<file path="src/rtl/assert_macros.svh">
// ----------------------------------------------------------------------------
// Assertion macros
// Shared concurrent assertion wrappers for the IMU frame decoder RTL.
// ----------------------------------------------------------------------------
`ifndef ASSERT_MACROS_SVH
`define ASSERT_MACROS_SVH

// Property must hold at every clock edge outside reset.
`define ASSERT_CLK(name, clk, rst, prop) \
   name: assert property (@(posedge clk) disable iff (rst) (prop)) \
      else $error("assertion failed");

// Condition must never be seen at a clock edge outside reset.
`define ASSERT_NEVER(name, clk, rst, cond) \
   name: assert property (@(posedge clk) disable iff (rst) !(cond)) \
      else $error("forbidden condition seen");

`endif

</file>
<file path="src/rtl/ifrd_pkg.sv">
// ----------------------------------------------------------------------------
// ifrd_pkg
// Types and constants shared by the IMU frame receiver/decoder modules.
// ----------------------------------------------------------------------------
package ifrd_pkg;

   localparam int unsigned FrameLen = 11;
   localparam int unsigned PosW     = 4;

   localparam logic [7:0] HdrByte   = 8'h55;
   localparam logic [7:0] TypeAcc   = 8'h51;
   localparam logic [7:0] TypeRate  = 8'h52;
   localparam logic [7:0] TypeAngle = 8'h53;

   // temperature: floor(t*64/85) + 9280
   // m = t*64 + 85*24673 is never negative and fits 22 bits,
   // floor(m/85) = (m * ceil(2^29/85)) >> 29 exactly for m < 2^22.
   localparam int unsigned TempMW    = 22;
   localparam int unsigned TempShift = 29;
   localparam logic [22:0] TempRecip = 23'd6316129;
   localparam logic [22:0] TempBias  = 23'd2097205;   // 85 * 24673
   localparam logic signed [16:0] TempOfs = 17'sd15393; // 24673 - 9280

   typedef enum logic [1:0] {
      KIND_ACC   = 2'd0,
      KIND_RATE  = 2'd1,
      KIND_ANGLE = 2'd2,
      KIND_OTHER = 2'd3
   } kind_type;

   typedef struct packed {
      kind_type           kind;
      logic signed [15:0] raw_x;
      logic signed [15:0] raw_y;
      logic signed [15:0] raw_z;
      logic signed [15:0] raw_t;
   } raw_frame_type;

   localparam int unsigned RawFrameW = $bits(raw_frame_type);

endpackage

</file>
<file path="src/rtl/ifrd_front.sv">
// ----------------------------------------------------------------------------
// ifrd_front
// Header hunt and frame collection; classifies the type byte and pushes
// one raw frame to the queue on the eleventh byte.
// ----------------------------------------------------------------------------
`include "assert_macros.svh"

module ifrd_front (
   input  logic                           clock,
   input  logic                           reset,
   input  logic                           req_tvalid,
   output logic                           req_tready,
   input  logic [7:0]                     req_tdata,
   input  logic                           q_full,
   output logic                           q_push,
   output ifrd_pkg::raw_frame_type        q_wdata
);
   import ifrd_pkg::*;

   logic [PosW-1:0] pos_ff, pos_in, pos_eff;
   logic [7:0]      frame_ff [1:FrameLen-2];
   logic            accept, last_byte;
   kind_type        kind;

   // a position past the frame end reads as zero
   assign pos_eff   = (pos_ff >= PosW'(FrameLen)) ? '0 : pos_ff;
   assign last_byte = (pos_eff == PosW'(FrameLen - 1));
   // only the closing beat needs queue space
   assign req_tready = !(last_byte && q_full);
   assign accept     = req_tvalid && req_tready;
   assign q_push     = accept && last_byte;

   always_comb begin
      pos_in = pos_eff;
      if (accept) begin
         if (pos_eff == '0 && req_tdata != HdrByte) begin
            pos_in = '0;
         end else if (last_byte) begin
            pos_in = '0;
         end else begin
            pos_in = pos_eff + PosW'(1);
         end
      end
   end

   always_ff @(posedge clock) begin
      if (reset) begin
         pos_ff <= '0;
      end else begin
         pos_ff <= pos_in;
      end
   end

   // header and checksum bytes are not kept
   always_ff @(posedge clock) begin
      for (int i = 1; i <= FrameLen - 2; i++) begin
         if (accept && pos_eff == PosW'(i)) begin
            frame_ff[i] <= req_tdata;
         end
      end
   end

   always_comb begin
      unique case (frame_ff[1])
         TypeAcc:   kind = KIND_ACC;
         TypeRate:  kind = KIND_RATE;
         TypeAngle: kind = KIND_ANGLE;
         default:   kind = KIND_OTHER;
      endcase
   end

   assign q_wdata.kind  = kind;
   assign q_wdata.raw_x = {frame_ff[3], frame_ff[2]};
   assign q_wdata.raw_y = {frame_ff[5], frame_ff[4]};
   assign q_wdata.raw_z = {frame_ff[7], frame_ff[6]};
   assign q_wdata.raw_t = {frame_ff[9], frame_ff[8]};

   `ASSERT_CLK(a_pos_range, clock, reset, pos_ff <= PosW'(FrameLen - 1))

endmodule

</file>
<file path="src/rtl/ifrd_queue.sv">
// ----------------------------------------------------------------------------
// ifrd_queue
// Small FIFO of raw frames between the front and back ends.
// ----------------------------------------------------------------------------
`include "assert_macros.svh"

module ifrd_queue #(
   parameter int unsigned Depth = 2
) (
   input  logic                    clock,
   input  logic                    reset,
   input  logic                    push,
   input  ifrd_pkg::raw_frame_type wdata,
   output logic                    full,
   input  logic                    pop,
   output logic                    rvalid,
   output ifrd_pkg::raw_frame_type rdata
);
   import ifrd_pkg::*;

   localparam int unsigned PtrW = (Depth > 1) ? $clog2(Depth) : 1;
   localparam int unsigned CntW = $clog2(Depth + 1);

   raw_frame_type   mem_ff [Depth];
   logic [PtrW-1:0] wr_ptr_ff, wr_ptr_in, rd_ptr_ff, rd_ptr_in;
   logic [CntW-1:0] count_ff, count_in;
   logic            do_push, do_pop;

   assign full    = (count_ff == CntW'(Depth));
   assign rvalid  = (count_ff != '0);
   assign rdata   = mem_ff[rd_ptr_ff];
   assign do_push = push && !full;
   assign do_pop  = pop && rvalid;

   always_comb begin
      wr_ptr_in = wr_ptr_ff;
      rd_ptr_in = rd_ptr_ff;
      count_in  = count_ff;
      if (do_push) begin
         wr_ptr_in = (wr_ptr_ff == PtrW'(Depth - 1)) ? '0 : wr_ptr_ff + PtrW'(1);
      end
      if (do_pop) begin
         rd_ptr_in = (rd_ptr_ff == PtrW'(Depth - 1)) ? '0 : rd_ptr_ff + PtrW'(1);
      end
      case ({do_push, do_pop})
         2'b10:   count_in = count_ff + CntW'(1);
         2'b01:   count_in = count_ff - CntW'(1);
         default: count_in = count_ff;
      endcase
   end

   always_ff @(posedge clock) begin
      if (reset) begin
         wr_ptr_ff <= '0;
         rd_ptr_ff <= '0;
         count_ff  <= '0;
      end else begin
         wr_ptr_ff <= wr_ptr_in;
         rd_ptr_ff <= rd_ptr_in;
         count_ff  <= count_in;
      end
   end

   always_ff @(posedge clock) begin
      if (do_push) begin
         mem_ff[wr_ptr_ff] <= wdata;
      end
   end

   `ASSERT_NEVER(a_push_full, clock, reset, push && full)
   `ASSERT_CLK(a_count_range, clock, reset, count_ff <= CntW'(Depth))

endmodule

</file>
<file path="src/rtl/ifrd_back.sv">
// ----------------------------------------------------------------------------
// ifrd_back
// Two-stage scaling pipeline: multiply, then shift/offset into the
// output register.
// ----------------------------------------------------------------------------
`include "assert_macros.svh"

module ifrd_back (
   input  logic                    clock,
   input  logic                    reset,
   input  logic                    q_valid,
   input  ifrd_pkg::raw_frame_type q_rdata,
   output logic                    q_pop,
   output logic                    rsp_tvalid,
   input  logic                    rsp_tready,
   output logic [79:0]             rsp_tdata,
   output logic [1:0]              rsp_tuser
);
   import ifrd_pkg::*;

   logic                  advance;
   logic [7:0]            coef;
   logic signed [15:0]    raw [3];

   // stage 1: products
   logic                  s1_valid_ff;
   kind_type              s1_kind_ff;
   logic signed [23:0]    s1_prod_ff [3];
   logic [15:0]           s1_tq_ff;
   logic signed [23:0]    prod_in [3];
   logic [TempMW-1:0]     temp_m;
   logic [22:0]           temp_sum;
   logic [TempMW+22:0]    temp_prod;

   // stage 2: output register
   logic                  out_valid_ff;
   kind_type              out_kind_ff;
   logic signed [19:0]    out_axis_ff [3];
   logic signed [16:0]    out_temp_ff;
   logic signed [19:0]    axis_in [3];
   logic signed [16:0]    temp_in;

   assign advance = !out_valid_ff || rsp_tready;
   assign q_pop   = advance && q_valid;

   assign raw[0] = q_rdata.raw_x;
   assign raw[1] = q_rdata.raw_y;
   assign raw[2] = q_rdata.raw_z;

   // a zero coefficient makes the axes of unknown frames read as zero
   always_comb begin
      unique case (q_rdata.kind)
         KIND_ACC:   coef = 8'd1;
         KIND_RATE:  coef = 8'd125;
         KIND_ANGLE: coef = 8'd45;
         default:    coef = 8'd0;
      endcase
   end

   always_comb begin
      for (int i = 0; i < 3; i++) begin
         prod_in[i] = 24'(raw[i]) * $signed({16'd0, coef});
      end
   end

   assign temp_sum  = 23'($signed({q_rdata.raw_t, 6'd0})) + TempBias;
   assign temp_m    = temp_sum[TempMW-1:0];
   assign temp_prod = 45'(temp_m) * 45'(TempRecip);

   always_ff @(posedge clock) begin
      if (reset) begin
         s1_valid_ff <= 1'b0;
      end else if (advance) begin
         s1_valid_ff <= q_valid;
      end
   end

   always_ff @(posedge clock) begin
      if (advance) begin
         s1_kind_ff <= q_rdata.kind;
         s1_tq_ff   <= temp_prod[TempShift +: 16];
         for (int i = 0; i < 3; i++) begin
            s1_prod_ff[i] <= prod_in[i];
         end
      end
   end

   always_comb begin
      for (int i = 0; i < 3; i++) begin
         if (s1_kind_ff == KIND_ANGLE) begin
            axis_in[i] = 20'(s1_prod_ff[i] >>> 5);
         end else begin
            axis_in[i] = 20'(s1_prod_ff[i] >>> 3);
         end
      end
      if (s1_kind_ff == KIND_OTHER) begin
         temp_in = '0;
      end else begin
         temp_in = $signed({1'b0, s1_tq_ff}) - TempOfs;
      end
   end

   always_ff @(posedge clock) begin
      if (reset) begin
         out_valid_ff <= 1'b0;
      end else if (advance) begin
         out_valid_ff <= s1_valid_ff;
      end
   end

   always_ff @(posedge clock) begin
      if (advance) begin
         out_kind_ff <= s1_kind_ff;
         out_temp_ff <= temp_in;
         for (int i = 0; i < 3; i++) begin
            out_axis_ff[i] <= axis_in[i];
         end
      end
   end

   assign rsp_tvalid = out_valid_ff;
   assign rsp_tuser  = out_kind_ff;
   assign rsp_tdata  = {3'd0, out_temp_ff, out_axis_ff[2], out_axis_ff[1], out_axis_ff[0]};

   `ASSERT_CLK(a_other_zero, clock, reset,
      (out_valid_ff && out_kind_ff == KIND_OTHER) |-> (rsp_tdata == '0))
   `ASSERT_CLK(a_stage_move, clock, reset,
      (s1_valid_ff && advance) |=> out_valid_ff)

endmodule

</file>
<file path="src/rtl/imu_frame_receiver_decoder.sv">
// ----------------------------------------------------------------------------
// imu_frame_receiver_decoder
// Serial IMU frame parser: 11-byte frames in, one scaled record per frame.
// ----------------------------------------------------------------------------
// Takes one received serial byte per beat, one beat per clock while req_tready is high.
// Bytes are dropped until a 0x55 header; the header and the next ten bytes
// form a frame (0x55 inside a frame is plain data, the checksum is ignored).
// Each frame yields one record on rsp: tuser is the frame kind
// (0 accel, 1 rate, 2 angle, 3 unknown type), tdata holds X/Y/Z and
// temperature in signed fixed point with 8 fraction bits, floored. Unknown
// frames give all-zero values. After the edge that takes a frame's last byte,
// the record passes the queue write on that edge, then the multiply stage,
// then the output register, where rsp_tvalid rises; an rsp stall can hold it.
// req_tready drops only on a frame's last byte while the frame queue is
// full; the queue depth, plus up to two records held in the back end, sets
// how many records can pile up behind a stalled rsp before the input stalls.
// ----------------------------------------------------------------------------
module imu_frame_receiver_decoder #(
   parameter int unsigned QUEUE_DEPTH = 2
) (
   input  logic        clock,
   input  logic        reset,
   // input beats: serial bytes
   input  logic        req_tvalid,
   output logic        req_tready,
   input  logic [7:0]  req_tdata,   // [7:0] rx_byte
   // result beats: decoded records
   output logic        rsp_tvalid,
   input  logic        rsp_tready,
   output logic [79:0] rsp_tdata,   // [19:0] axis_x, [39:20] axis_y, [59:40] axis_z,
                                    // [76:60] temperature, [79:77] zero
   output logic [1:0]  rsp_tuser    // [1:0] frame_kind
);
   import ifrd_pkg::*;

   logic          q_push, q_full, q_pop, q_valid;
   raw_frame_type q_wdata, q_rdata;

   // front: header hunt, byte collection, type classification
   ifrd_front u_front (
      .clock      (clock),
      .reset      (reset),
      .req_tvalid (req_tvalid),
      .req_tready (req_tready),
      .req_tdata  (req_tdata),
      .q_full     (q_full),
      .q_push     (q_push),
      .q_wdata    (q_wdata)
   );

   // decouples the byte side from a stalled result side
   ifrd_queue #(
      .Depth (QUEUE_DEPTH)
   ) u_queue (
      .clock  (clock),
      .reset  (reset),
      .push   (q_push),
      .wdata  (q_wdata),
      .full   (q_full),
      .pop    (q_pop),
      .rvalid (q_valid),
      .rdata  (q_rdata)
   );

   // back: scaling pipeline and output register
   ifrd_back u_back (
      .clock      (clock),
      .reset      (reset),
      .q_valid    (q_valid),
      .q_rdata    (q_rdata),
      .q_pop      (q_pop),
      .rsp_tvalid (rsp_tvalid),
      .rsp_tready (rsp_tready),
      .rsp_tdata  (rsp_tdata),
      .rsp_tuser  (rsp_tuser)
   );

endmodule

</file>
<file path="config.mk">
export PLATFORM = sky130hd
export DESIGN_NAME = imu_frame_receiver_decoder
export DESIGN_NICKNAME = d
export VERILOG_FILES = /design/src/rtl/ifrd_pkg.sv /design/src/rtl/ifrd_front.sv /design/src/rtl/ifrd_queue.sv /design/src/rtl/ifrd_back.sv /design/src/rtl/imu_frame_receiver_decoder.sv
export VERILOG_INCLUDE_DIRS = /design/src /design/src/rtl
export SDC_FILE = /design/constraint.sdc
export NUM_CORES = 1
export LEC_CHECK = 0
export BUFFER_PORTS_ARGS = -buffer_cell sky130_fd_sc_hd__buf_2
export CORE_MARGIN = 2
export CORE_UTILIZATION = 45
export CTS_CLUSTER_SIZE = 10
export DETAILED_ROUTE_END_ITERATION = 16
export GPL_ROUTABILITY_DRIVEN = 0
export HOLD_SLACK_MARGIN = 0.1
export PLACE_DENSITY = 0.62
export SLEW_MARGIN = 20
export SYNTH_ARGS = -nofsm -noshare
export SYNTH_HDL_FRONTEND = slang
export SYNTH_SLANG_ARGS = --single-unit
</file>
<file path="constraint.sdc">
create_clock -name clock -period 10.47 [get_ports clock]
set_input_delay 0.5235 -clock clock [delete_from_list [all_inputs] [get_ports clock]]
set_output_delay 0.5235 -clock clock [all_outputs]
set_load 0.1 [all_outputs]
</file>
==> results.toml <==
[run_status]
outcome = "completed"

[worst_setup_path]
worstSetupEndpointType = "register"
critPathArrivalTime_ps = 7490
r2r_setup_slack_ps = 3290
critPathKind = "reg2reg"
r2r_end = "u_back.s1_prod_ff[0][47]"
crit_fanout = 51
cp_cell_sequence = "mux2i_1, ha_2, nor2b_1, inv_1, fa_1, inv_1, fa_1, fa_1, inv_1, fa_1, inv_1, ha_1, a2111oi_0, o21ai_0, nand2_1, a311oi_1, a41o_1, or4_1, a31oi_1, o21ai_1, xnor2_1"
critPathSlowestCell = "ha_2"
r2r_cells = 21
cp_data_required_time_ps = 10780
start_kind = "register"
cp_slowest_stage_delay_ps = 760

[placement]
dp_cells = 3243
pre_cts_ws_ps = 3390
port_buffers = 92
dp_hpwl_mm = 37.3
dpl_cell_area_mm2 = 0.0289

[floorplanning]
io_pins = 96
start_util = 0.456
rows = 90
core_mm2 = 0.0605
die_area_mm2 = 0.0633
fp.dieW_um = 252
die_y_um = 252

[sta]
drv_slew = 0
min_period_ps = 7180
setup_ws_ps = 3290
post-route-period-util = 0.686
hold_slack_ps = 282
rsz0062_at_grt = "false"
max_freq_mhz = 139
tns_ps = 0
skew_ps = 26.2
maxSlewHeadroom = 0.299
worstMarginPinSlew_ps = 1050
setup_viol = 0
hold_viol = 0

[layout]
stdcell_count = 3312
final_nets = 3099
regArea_mm2 = 0.0112
final_cell_mix = "inv_1, edfxtp_1, ha_1, fa_1, nand2_1"
n_antenna_cell = 0
fill_cells = 5319
area_growth_pct = 9.59
final_common_cell = "inv_1"
final_util = 0.500
multi_input_area_mm2 = 0.0143
final_area_mm2 = 0.0302
drive_gt1_frac = 0.0858

[logic_synthesis]
synth_xor_area_frac = 0.0321
yosysSeqAreaShare = 0.404
synthSimpleGateAreaFrac = 0.0859
synth_edf_count = 364
yosysWarnings = 0
netlist_instances = 2405
syn_avg_cell_area_um2 = 11.5
synth-main-ff-cell = "edfxtp_1"
synth_fa_ha_area_frac = 0.329
synth_top_family_by_area = "adder cells"
synth_cell_types = 65
synth_async_sr_flop_share = 0
synthMuxAreaShare = 0.0245
ys_ff_latch = 375
synth_compound_area_frac = 0.0457
netlist_area_mm2 = 0.0276

[clocking]
cts_resized = 0
clk_latency_ps = 580
numCtsBuffers = 46
cts_setup_buffers = 0
cts-hold-fix-buffers = 0
clock_path_buffers = 3
cts.sinks = 375
root_buffer = "clkbuf_16"
clk_pin_slew_worst_paths_ps = 50
tritoncts = "yes"
cts_max_level = 2

[run]
max_cap_violations = 0

[pwr]
switchingPower_mw = 0.595
power_frac_comb = 0.007
irDropWorstVdd_v = 0.0000954
p_int_mw = 2.43
power_frac_seq = 0.539
powerDensity_mw_per_mm2 = 100
pwr-share-clk = 0.454
power_mw = 3.03
swShare = 0.196
p_leak_nw = 14.6

[routing]
drtIter0Drc = 740
vias = 16300
drt-total-wl_mm = 48.6
drt_pass1_iterations = 5
drtAntennaViolNets = 0
wire_per_inst_um = 14.7
vias_per_cell = 4.93
drc = 0

[global_route]
grt_max_degree = 107
grt_util_all_layers = 0.161
grt_pass1_wl_mm = 83.5
antenna_found_initial = 2
grt_pass1_vias = 17300
overflow = 0

[worst_hold_path]
min_path_cells = 2
hp-start = "reset"
hold_path_class = "in2reg"
[worst max-delay path by stage]
| stage | from | end | slack [ps] | cells after the start |
|---|---|---|---|---|
| after detailed placement | register | u_back.s1_prod_ff[0][47] | 3390 | 21 |
| final | register | u_back.s1_prod_ff[0][47] | 3290 | 21 |
| after global routing | register | u_back.s1_prod_ff[0][47] | 2800 | 21 |
| after global placement | register | u_back.s1_prod_ff[0][47] | 3550 | 21 |
| after floorplan | register | u_back.s1_prod_ff[0][47] | 3180 | 25 |
| after CTS | register | u_back.s1_prod_ff[0][47] | 3310 | 21 |
[kinds of logic after synthesis]
kind of cell,count (synthesis)
other,1
AO/OA/AOI/OAI,193
adder cells (fa/ha/maj),578
buffers and inverters,576
multiplexers,66
AND/OR/NAND/NOR,515
flip-flops,375
XOR/XNOR,101
[final cells by class]
class	count	area share
sequential	375	0.369
tap	782	0.0324
multi-input combinational	1456	0.473
clock buffer	58	0.0399
timing repair buffer	102	0.0177
clock inverter	11	0.00215
inverter	528	0.0657
[synth_stat cells (all sizes together) (3+ instances only)]
master	number	area (um2)
xor2	28	245
a32oi	3	26.3
edfxtp	364	10900
dfxtp	11	220
o21a	12	90.1
a21o	19	144
a41oi	3	26.3
o21ai	32	164
or3	8	50.1
nand3	10	50.1
o211ai	7	52.6
a2111oi	3	26.3
clkbuf	37	139
mux2	12	135
ha	334	4180
fa	244	4880
inv	528	1980
o21bai	12	90.1
nand4	6	37.5
nor2b	55	344
a21oi	65	337
nand2	216	811
or2	32	200
nor2	116	435
nand2b	22	138
a211oi	7	52.6
xnor2	73	639
and3	8	51.3
mux2i	54	541
nor3	26	130
a31oi	8	56.3
nor4	5	31.3
buf	11	53.8
[worst max-delay path, delay by kind of cell, from the launching register on]
kind	cells	cell delay [ps]
compound gates	6	1470
xor+xnor	1	130
fa+ha+maj	6	3170
buf+inv	4	230
flops	1	740
mux	1	310
simple gates	3	830
[layer usage]
| metal | wire [um] | GRT usage | vias to the layer above |
|---|---|---|---|
| met4 | 1150 | 0.0483 | 2 |
| met3 | 1710 | 0.0217 | 74 |
| li1 | - | - | 8019 |
| met1 | 22100 | 0.216 | 8026 |
| met2 | 23600 | 0.274 | 199 |
| met5 | 13 | 0 | - |
[power groups by stage]
stage	sequential [mW]	combinational (mW)	clock [mW]
floorplan	1.66	0.0120	0
global placement	1.66	0.0226	0
detailed placement	1.66	0.0228	0
CTS	1.63	0.0228	1.43
global route	1.63	0.0242	1.48
finish	1.63	0.0225	1.38
[state kept, by name, summed over array words and instances, names as in the netlist, named ones only]
register,count
u_back.s1_prod_ff,63
u_back.s1_valid_ff,1
u_back.out_temp_ff,17
u_queue.rd_ptr_ff,1
u_back.rsp_tuser,2
u_queue.mem_ff,132
u_back.s1_kind_ff,2
u_back.s1_tq_ff,16
u_front.frame_ff,72
u_back.rsp_tvalid,1
u_front.pos_ff,4
u_queue.count_ff,2
u_queue.wr_ptr_ff,1
u_back.out_axis_ff,60
Note: power is estimated with default switching activity, not from simulation.
